--- config.mk ---
export PLATFORM = sky130hd
export DESIGN_NAME = crp_ctrl
export DESIGN_NICKNAME = d
export VERILOG_FILES = /design/src/rtl/crp_pkg.sv /design/src/rtl/crp_ctrl.sv
export SDC_FILE = /design/constraint.sdc
export NUM_CORES = 1
export LEC_CHECK = 0
export BUFFER_PORTS_ARGS = -buffer_cell sky130_fd_sc_hd__buf_2
export CAP_MARGIN = 20
export CORE_AREA = 2 2 39 41
export DETAILED_ROUTE_END_ITERATION = 8
export DIE_AREA = 0 0 41 43
export SLEW_MARGIN = 20
export SYNTH_ARGS = -nofsm -noshare
export SYNTH_HDL_FRONTEND = slang
export SYNTH_SLANG_ARGS = --single-unit
--- constraint.sdc ---
create_clock -name clk_i -period 1.7 [get_ports clk_i]
set_input_delay 0.34 -clock clk_i [delete_from_list [all_inputs] [get_ports clk_i]]
set_output_delay 0.34 -clock clk_i [all_outputs]
set_load 0.01 [all_outputs]
--- src/rtl/crp_pkg.sv ---
`default_nettype none
package crp_pkg;

  localparam int unsigned SIZE_W = 9;    // ring_size register width
  localparam int unsigned ROW_W  = 128;  // one descriptor, four dwords

  // command codes
  localparam logic [2:0] CMD_ENQ    = 3'd0;
  localparam logic [2:0] CMD_CMP    = 3'd1;
  localparam logic [2:0] CMD_INIT   = 3'd2;
  localparam logic [2:0] CMD_STOP   = 3'd3;
  localparam logic [2:0] CMD_FORGET = 3'd4;

  // result status codes
  localparam logic [2:0] ST_ENQ     = 3'd0;
  localparam logic [2:0] ST_FULL    = 3'd1;
  localparam logic [2:0] ST_DONE    = 3'd2;
  localparam logic [2:0] ST_STOPPED = 3'd3;
  localparam logic [2:0] ST_ZERO    = 3'd4;
  localparam logic [2:0] ST_BAD     = 3'd5;
  localparam logic [2:0] ST_INIT    = 3'd6;
  localparam logic [2:0] ST_OTHER   = 3'd7;

  // register indexes
  localparam logic [7:0] REG_BASE = 8'd0;
  localparam logic [7:0] REG_SIZE = 8'd1;

  localparam logic [7:0]  CODE_SUCCESS = 8'd1;
  localparam logic [7:0]  CODE_STOPPED = 8'd24;
  localparam logic [5:0]  LINK_TYPE    = 6'd6;
  localparam logic [11:0] VAL_BIAS     = 12'hC18;  // -1000

  typedef struct packed {
    logic capture;  // latch input transaction
    logic dec;      // execute decoded command
    logic chk;      // completion pointer check
    logic cfin;     // completion finish with waiter tag
    logic lrd;      // read link slot
    logic lwr;      // update link slot cycle bit
  } crp_cmd_t;

  typedef struct packed {
    logic is_cmp;
    logic wrap;
    logic chk_read;
    logic out_free;
  } crp_sts_t;

endpackage
`default_nettype wire

--- src/rtl/crp_ctrl.sv ---
`default_nettype none
module crp_ctrl import crp_pkg::*; (
  input  wire logic     clk_i,
  input  wire logic     rst_ni,
  input  wire logic     in_valid_i,
  output logic          in_stall_o,
  input  wire crp_sts_t sts_i,
  output crp_cmd_t      cmd_o
);

  localparam logic [2:0] S_IDLE = 3'd0;
  localparam logic [2:0] S_DEC  = 3'd1;
  localparam logic [2:0] S_CHK  = 3'd2;
  localparam logic [2:0] S_CFIN = 3'd3;
  localparam logic [2:0] S_LRD  = 3'd4;
  localparam logic [2:0] S_LWR  = 3'd5;

  logic [2:0] state_q, state_d;

  always_comb begin
    state_d = state_q;
    cmd_o   = '0;
    unique case (state_q)
      S_IDLE: begin
        if (in_valid_i) begin
          cmd_o.capture = 1'b1;
          state_d       = S_DEC;
        end
      end
      S_DEC: begin
        if (sts_i.is_cmp) begin
          cmd_o.dec = 1'b1;
          state_d   = S_CHK;
        end else if (sts_i.out_free) begin
          cmd_o.dec = 1'b1;
          state_d   = sts_i.wrap ? S_LRD : S_IDLE;
        end
      end
      S_CHK: begin
        if (sts_i.out_free) begin
          cmd_o.chk = 1'b1;
          state_d   = sts_i.chk_read ? S_CFIN : S_IDLE;
        end
      end
      S_CFIN: begin
        if (sts_i.out_free) begin
          cmd_o.cfin = 1'b1;
          state_d    = S_IDLE;
        end
      end
      S_LRD: begin
        cmd_o.lrd = 1'b1;
        state_d   = S_LWR;
      end
      S_LWR: begin
        if (sts_i.out_free) begin
          cmd_o.lwr = 1'b1;
          state_d   = S_IDLE;
        end
      end
      default: state_d = S_IDLE;
    endcase
  end

  assign in_stall_o = (state_q != S_IDLE);

  always_ff @(posedge clk_i or negedge rst_ni) begin
    if (!rst_ni) begin
      state_q <= S_IDLE;
    end else begin
      state_q <= state_d;
    end
  end

endmodule
`default_nettype wire

---- Word-level counts from Yosys, hierarchy flattened ----
Index checks and enable logic that the tools add are counted.
storage, ports and cells
  register bits after elaboration ......... 3
  logic and storage cells ................. 31
operators by class
  multiplexer cells ....................... 17
  eq/ne operators ......................... 9
  reductions and logical operators ........ 4
operator list
  cell                number
  $mux 3              6
  $pmux 3 s5          1
  $mux 1              9
  $eq 3x2->1 const B  2
  $eq 3x3->1 const B  2
  $ne 2x2->1 const B  2
  $reduce_and 4->1    1
  $eq 3x1->1 const B  1
  $logic_not 3->1     1
  $ne 3x3->1 const B  1
  $reduce_bool 3->1   1
  $mux 2              1
  $ne 2x1->1 const B  1
  $reduce_or 2->1     1

---- Logic depth before layout (Yosys ltp) ----
Gate-level depths: netlist of run 1.
  word-level depth ........................ 4
  mapped depth ............................ 4
  mapped depth without buffers ............ 3

---- Worst setup path after synthesis of run 1 ----
No wires, ideal clock.
  path type ............................... flip-flop to output port
  start point ............................. register state_q[0]
  end point ............................... output port cmd_o[5] in the netlist's numbering
  path buffers ............................ 1
  setup slack ............................. 0.168 ns
  data required time ...................... 1.360 ns
  stages on the path, launching flop included .. 4
  arrival ................................. 1.192 ns
  path through ............................ dfrtp_1 > buf_6 > or3_2 > nor2_1
RTL lines
  element                 line            text
  start, declared         crp_ctrl.sv:18  logic [2:0] state_q, state_d;
  start signal, assigned  crp_ctrl.sv:71  state_q <= state_d;
  end, declared           crp_ctrl.sv:8   output crp_cmd_t cmd_o

==> results.txt, run 1 <==
most area-hungry cell type in the Yosys netlist = dfrtp_1
row count = 14
die width = 41 um
number of global-route vias before repair = 218
worst-path maximum fanout = 3
Comb power frac = 0.594
sequential share of power = 0.201
Final Hold Vio Count = 0
DRC Markers = 0
DR vias = 283
critical path launch point = state_q[1]
Reg-to-Reg Start = state_q[0]
syn_nets = 37
sw frac = 0.3688
count leader, synth = nor2_1
Worst EP required = 1.36 ns
vias per inst = 4.288
gr ovfl total = 0
unrepaired setup endpoints after global routing = false
# Max-Cap Violations = 0
startpoint types = flip-flop
EDFF count, synth = 0
clock sink count = 3
final setup vio count = 0
Worst EP arrival = 1.23 ns
initial core utilization = 0.1799
Pre-Repair DR Iteration Count = 2
GRT Util Overall = 0.07746
initial antenna violation count = 0
gp weighted congestion = 0.7287
share of layout cells above drive strength 1 = 0.5200
Pwr Density = 1561 nW/um^2
net switching power = 0.2297 mW
Cells after Synth = 30
n_diodes = 0
Core ar. = 1384 um^2
register area = 77.57 um^2
post-synthesis cell area = 249.0 um^2
largest net degree at the start of global routing = 11
Die Area = 1763 um^2
Rel. slew slack = 0.8419
Wirelength per Cell = 8.894 um
R2R setup slack = 0.35 ns
Area Growth Syn to Fin = 60.30%
worst-margin pin slew = 0.2365 ns
cell chosen for the clock root = clkbuf_4
#FFs+latches synth = 3
Primary FF master, synth = dfrtp_1
clk_lat worst skew = 0.23 ns
Peak Freq = 0.6387 GHz
reg2reg end = state_q[2]
sequential area share after synthesis = 0.3015
CP Capture Type = output port
Yosys top cell area share = 0.3015
Ys Warns = 0
Post-Syn Area per Cell = 8.300 um^2
clock slew at reported path FFs = 0.04 ns
maximum vdd drop = 0.4939 mV
Layout Nets = 58
Final Skew = 0.0008944 ns
H-Tree Depth = 1
Longest Clk Path Bufs = 2
Post-synth top cells = nor2_1 (5), dfrtp_1 (3), a21oi_1 (2), a22o_1 (2), inv_1 (2)
die span in y = 43 um
1st-iter DRT viols = 2
CTS tree = yes
total routed wirelength = 587 um
Finished Core Util = 0.2884
Reg2Reg Depth = 5
Worst setup endpoint = cmd_o[5]
min Tclk post-route = 1.566 ns
worst hold path type = primary input to flip-flop
I/O Buffers = 13
Top reg by flops = state_q
critical path class = flip-flop to output port
num ports = 14
Pint = 0.3932 mW
status = finished clean
Slew Limit Fails = 0
Async SR Flop Fraction = 1.000
Leak = 0.2118 nW
first-pass GRT wire length = 897 um
area of the multi-input gates = 155.1 um^2
Synth cell types = 21
number of flip-flops under the largest register name = 3
post-detail-place hpwl = 399.8 um
total negative slack = 0 ns
filler cell count = 158
Tcrit/Tclk final = 0.9211
total CTS buffers = 3
clock share of power = 0.204
top post-synthesis cells by area = dfrtp_1 (30%), nor2_1 (7.5%), a22o_1 (7.0%), buf_6 (4.5%), nand2_4 (4.5%)
Post-DRT Antenna Nets = 0
Largest regs = state_q (3)
[layout make-up]
cell class | count | area share
inverters | 2 | 0.01881
multi-input cells | 22 | 0.3887
flip-flops and latches | 3 | 0.1944
well taps | 16 | 0.05016
clock buffers | 4 | 0.06583
repair buffers | 19 | 0.2821
[per-layer routing]
layer  GRT usage  routed length, um  up-vias
met2     0.07813                258       13
met1      0.1197                263      124
li1            -                  -      144
met5           0                  0        -
met3     0.01571                 50        2
met4     0.08000                 14        0
[placed cells by master, fill, tap and decap left out]
cell / count
inv_1: 2
nand2_1: 1
dlygate4sd3_1: 1
or4b_1: 1
o21ai_0: 1
o21bai_1: 1
a22o_1: 2
a31oi_1: 1
nor2_1: 5
nand3b_1: 1
clkbuf_4: 3
nor4b_2: 1
nand2b_1: 1
buf_4: 5
nor3b_1: 1
a21oi_1: 2
or3_4: 1
buf_2: 13
dfrtp_1: 1
o211a_1: 1
and2b_1: 1
dfrtp_2: 2
nand2_4: 1
clkbuf_1: 1
[metrics by stage]
stage	std cells	power [mW]	hold slack [ns]	setup slack, ns	instance area [um^2]
finish	66	0.6229	0.3524	0.1342	399.1
global route	66	0.6781	0.3572	0.05045	399.1
CTS	64	0.5870	0.3485	0.001854	374.1
detailed placement	57	0.4180	0.1365	0.2098	320.3
global placement	57	0.4130	0.1368	0.2334	320.3
floorplan	30	0.3559	0.04441	0.1679	249.0
[what timing repair did]
item | in CTS | in global routing
resized for setup | 2 | 2
hold buffers | 1 | 0
buffers inserted | 2 | 2
hold endpoints to repair | 3 | 0
pin swaps | 0 | 1
setup endpoints to repair | 1 | 2
[power groups by stage]
stage                     registers (mW)  clock network, mW  logic, mW
after floorplan                    0.108                  0      0.248
after global placement             0.144                  0      0.269
after detailed placement           0.147                  0      0.271
after CTS                          0.133              0.135      0.319
after global routing               0.132              0.140      0.406
final                              0.125              0.127      0.370
[logic make-up (layout without fill, tap and decap cells)]
kind of cell    Yosys count  count (layout)  share of synthesized area
simple gates             14              14                     0.3568
buf+inv                   5              25                     0.1155
compound gates            8               8                     0.2262
flops                     3               3                     0.3015
[how the worst min path moves through the flow]
stage / from / end / slack, ns / cells past startpoint
2_1_floorplan: rst_ni / state_q[0] / 0.04 / 0
3_3_place_gp: rst_ni / state_q[0] / 0.14 / 1
3_5_place_dp: rst_ni / state_q[0] / 0.14 / 1
4_1_cts: sts_i[1] / state_q[0] / 0.35 / 2
5_1_grt: sts_i[1] / state_q[0] / 0.36 / 2
6_report: sts_i[1] / state_q[0] / 0.35 / 2
[critical path, stage by stage (launching register included)]
cell and delay [ns]:
dfrtp_2 0.40, or3_4 0.37, nor2_1 0.09, buf_2 0.13
No activity file was read; power rests on OpenSTA's default activity.
==> run 2: changes to the inputs <==
--- a/config.mk
+++ b/config.mk
@@ -8,8 +8,10 @@
 export BUFFER_PORTS_ARGS = -buffer_cell sky130_fd_sc_hd__buf_2
 export CAP_MARGIN = 20
 export CORE_AREA = 2 2 39 41
+export CTS_BUF_LIST = sky130_fd_sc_hd__clkbuf_8
 export DETAILED_ROUTE_END_ITERATION = 8
 export DIE_AREA = 0 0 41 43
+export GPL_ROUTABILITY_DRIVEN = 0
 export SLEW_MARGIN = 20
 export SYNTH_ARGS = -nofsm -noshare
 export SYNTH_HDL_FRONTEND = slang
==> run 2 against run 1 <==
Against the previous run: utilization increased by 0.54 points; die area unchanged; critical path type unchanged; fmax decreased by 3.1%; first-iteration DRC count increased to 2.5 times the previous value; setup slack got worse by 0.050 ns; clock skew about the same.
==> results.txt, run 2 (synthesis results as in run 1) <==
DR vias = 274 (-3.2%)
commonest non-fill, non-tap cell in the layout = buf_2
status = finished clean
Die Area = 1763 um^2 (unchanged)
Peak Freq = 0.6189 GHz (-3.1%)
unrepaired setup endpoints after global routing = false
initial core utilization = 0.1799 (unchanged)
H-Tree Depth = 1 (unchanged)
Post-DRT Antenna Nets = 0 (unchanged)
critical path class = flip-flop to output port
worst-path maximum fanout = 2 (-1)
num ports = 14 (unchanged)
Core ar. = 1384 um^2 (unchanged)
initial antenna violation count = 0 (unchanged)
Slew Limit Fails = 0 (unchanged)
Leak = 0.2184 nW (+3.1%)
post-detail-place hpwl = 399.8 um (unchanged)
register area = 77.57 um^2 (unchanged)
vias per inst = 4.215 (-1.7%)
maximum vdd drop = 0.5093 mV (+3.1%)
row count = 14 (unchanged)
startpoint types = flip-flop
Final Hold Vio Count = 0 (unchanged)
slowest CP cell = or3_2
sequential share of power = 0.178 (-0.023)
gr ovfl total = 0 (unchanged)
Crit path max-delay family = simple AND/OR/NAND/NOR gates
CTS tree = yes
Pwr Density = 1652 nW/um^2 (+5.9%)
min Tclk post-route = 1.616 ns (+0.05006 ns)
PnR worst setup slack = 0.08414 ns (-0.05006 ns)
n_diodes = 0 (unchanged)
I/O Buffers = 13 (unchanged)
critical-path cell list = or3_2, nor2_1, buf_2
Pre-Repair DR Iteration Count = 4 (+2)
# Max-Cap Violations = 0 (unchanged)
Reg-to-Reg Start = state_q[0]
clock sink count = 3 (unchanged)
Comb power frac = 0.521 (-0.073)
Tcrit/Tclk final = 0.9505 (+0.02945)
Hold Path Origin = sts_i[1]
Pint = 0.4369 mW (+11%)
Setup WS pre-CTS = 0.2098 ns (unchanged)
number of flip-flops under the largest register name = 3 (unchanged)
cell chosen for the clock root = clkbuf_8
clk_lat worst skew = 0.22 ns (about the same)
GRT Util Overall = 0.07545 (-0.002012)
first-pass GRT wire length = 869 um (-3.1%)
total routed wirelength = 588 um (+0.17%)
largest net degree at the start of global routing = 11 (unchanged)
Wirelength per Cell = 9.046 um (+1.7%)
Hold Worst Slack = 0.3743 ns (+0.02189 ns)
CP bufs+invs = 1 (unchanged)
Rel. slew slack = 0.8401 (-0.001855)
Layout Nets = 57 (-1.7%)
filler cell count = 157 (-0.63%)
area of the multi-input gates = 151.4 um^2 (-2.4%)
clock share of power = 0.301 (+0.097)
Worst EP required = 1.36 ns (about the same)
total CTS buffers = 3 (unchanged)
worst hold path type = primary input to flip-flop
Area Growth Syn to Fin = 63.32%
1st-iter DRT viols = 5 (+3)
CP Capture Type = output port
die span in y = 43 um (unchanged)
worst-margin pin slew = 0.2392 ns (+0.002776 ns)
Top reg by flops = state_q
critical path launch point = state_q[1]
number of global-route vias before repair = 215 (-1.4%)
Worst EP arrival = 1.28 ns (+0.05 ns)
net switching power = 0.2349 mW (+2.2%)
Largest regs = state_q (3)
final setup vio count = 0 (unchanged)
DRC Markers = 0 (unchanged)
clock slew at reported path FFs = 0.03 ns (about the same)
die width = 41 um (unchanged)
R2R setup slack = 0.37 ns (+0.02 ns)
CP max stage delay = 0.46 ns (+0.06 ns)
sw frac = 0.3497 (-0.01915)
share of layout cells above drive strength 1 = 0.5102 (-0.009796)
Final Skew = 0.001322 ns (+0.0004276 ns)
most frequent cells in the layout = buf_2 (13), nor2_1 (5), buf_4 (4), inv_1 (3), clkbuf_8 (3)
Longest Clk Path Bufs = 2 (unchanged)
total negative slack = 0 ns (unchanged)
## run 2: power groups by stage
stage | logic (mW) | clock network, mW | registers [mW]
floorplan | 0.248 | 0 | 0.108
global placement | 0.269 | 0 | 0.144
detailed placement | 0.271 | 0 | 0.147
CTS | 0.308 | 0.209 | 0.132
global route | 0.383 | 0.215 | 0.124
finish | 0.350 | 0.202 | 0.119
## run 2: path summary, 6_finish.rpt
kind / cells after the start / to
min: 2 / state_q[0]
max reg2reg: 5 / state_q[2]
min in group asynchronous: 2 / state_q[0]
min reg2reg: 2 / state_q[2]
max: 3 / cmd_o[5]
max in group asynchronous: 2 / state_q[2]
## run 2: area by class of cell
class	count	share of cell area
multi-input cells	22	0.3723
repair buffers	18	0.2585
flip-flops and latches	3	0.1908
clock buffers	3	0.1015
well taps	16	0.04923
inverters	2	0.01846
clock inverters	1	0.009231
## run 2: metrics by stage
stage	util	cell area, um^2	power [mW]	instances
after floorplan	-	249.0	0.3559	30
after global placement	0.2315	320.3	0.4130	57
after detailed placement	0.2315	320.3	0.4180	57
after CTS	0.2785	385.4	0.6485	63
after global routing	0.2939	406.6	0.7209	65
final	0.2939	406.6	0.6718	65
## run 2: what timing repair did
item / CTS / global route
endpoints found under the hold margin: 3 / 0
setup buffers: 1 / 2
endpoints found under the setup margin: 1 / 2
gates resized for setup: 2 / 1
hold buffers: 1 / 0
## run 2: metal layers
layer | track usage | wire (um) | vias up
li1 | - | - | 142
met1 | 0.1165 | 272 | 117
met3 | 0.01571 | 53 | 2
met2 | 0.07500 | 247 | 13
met5 | 0 | 0 | -
met4 | 0.08000 | 14 | 0
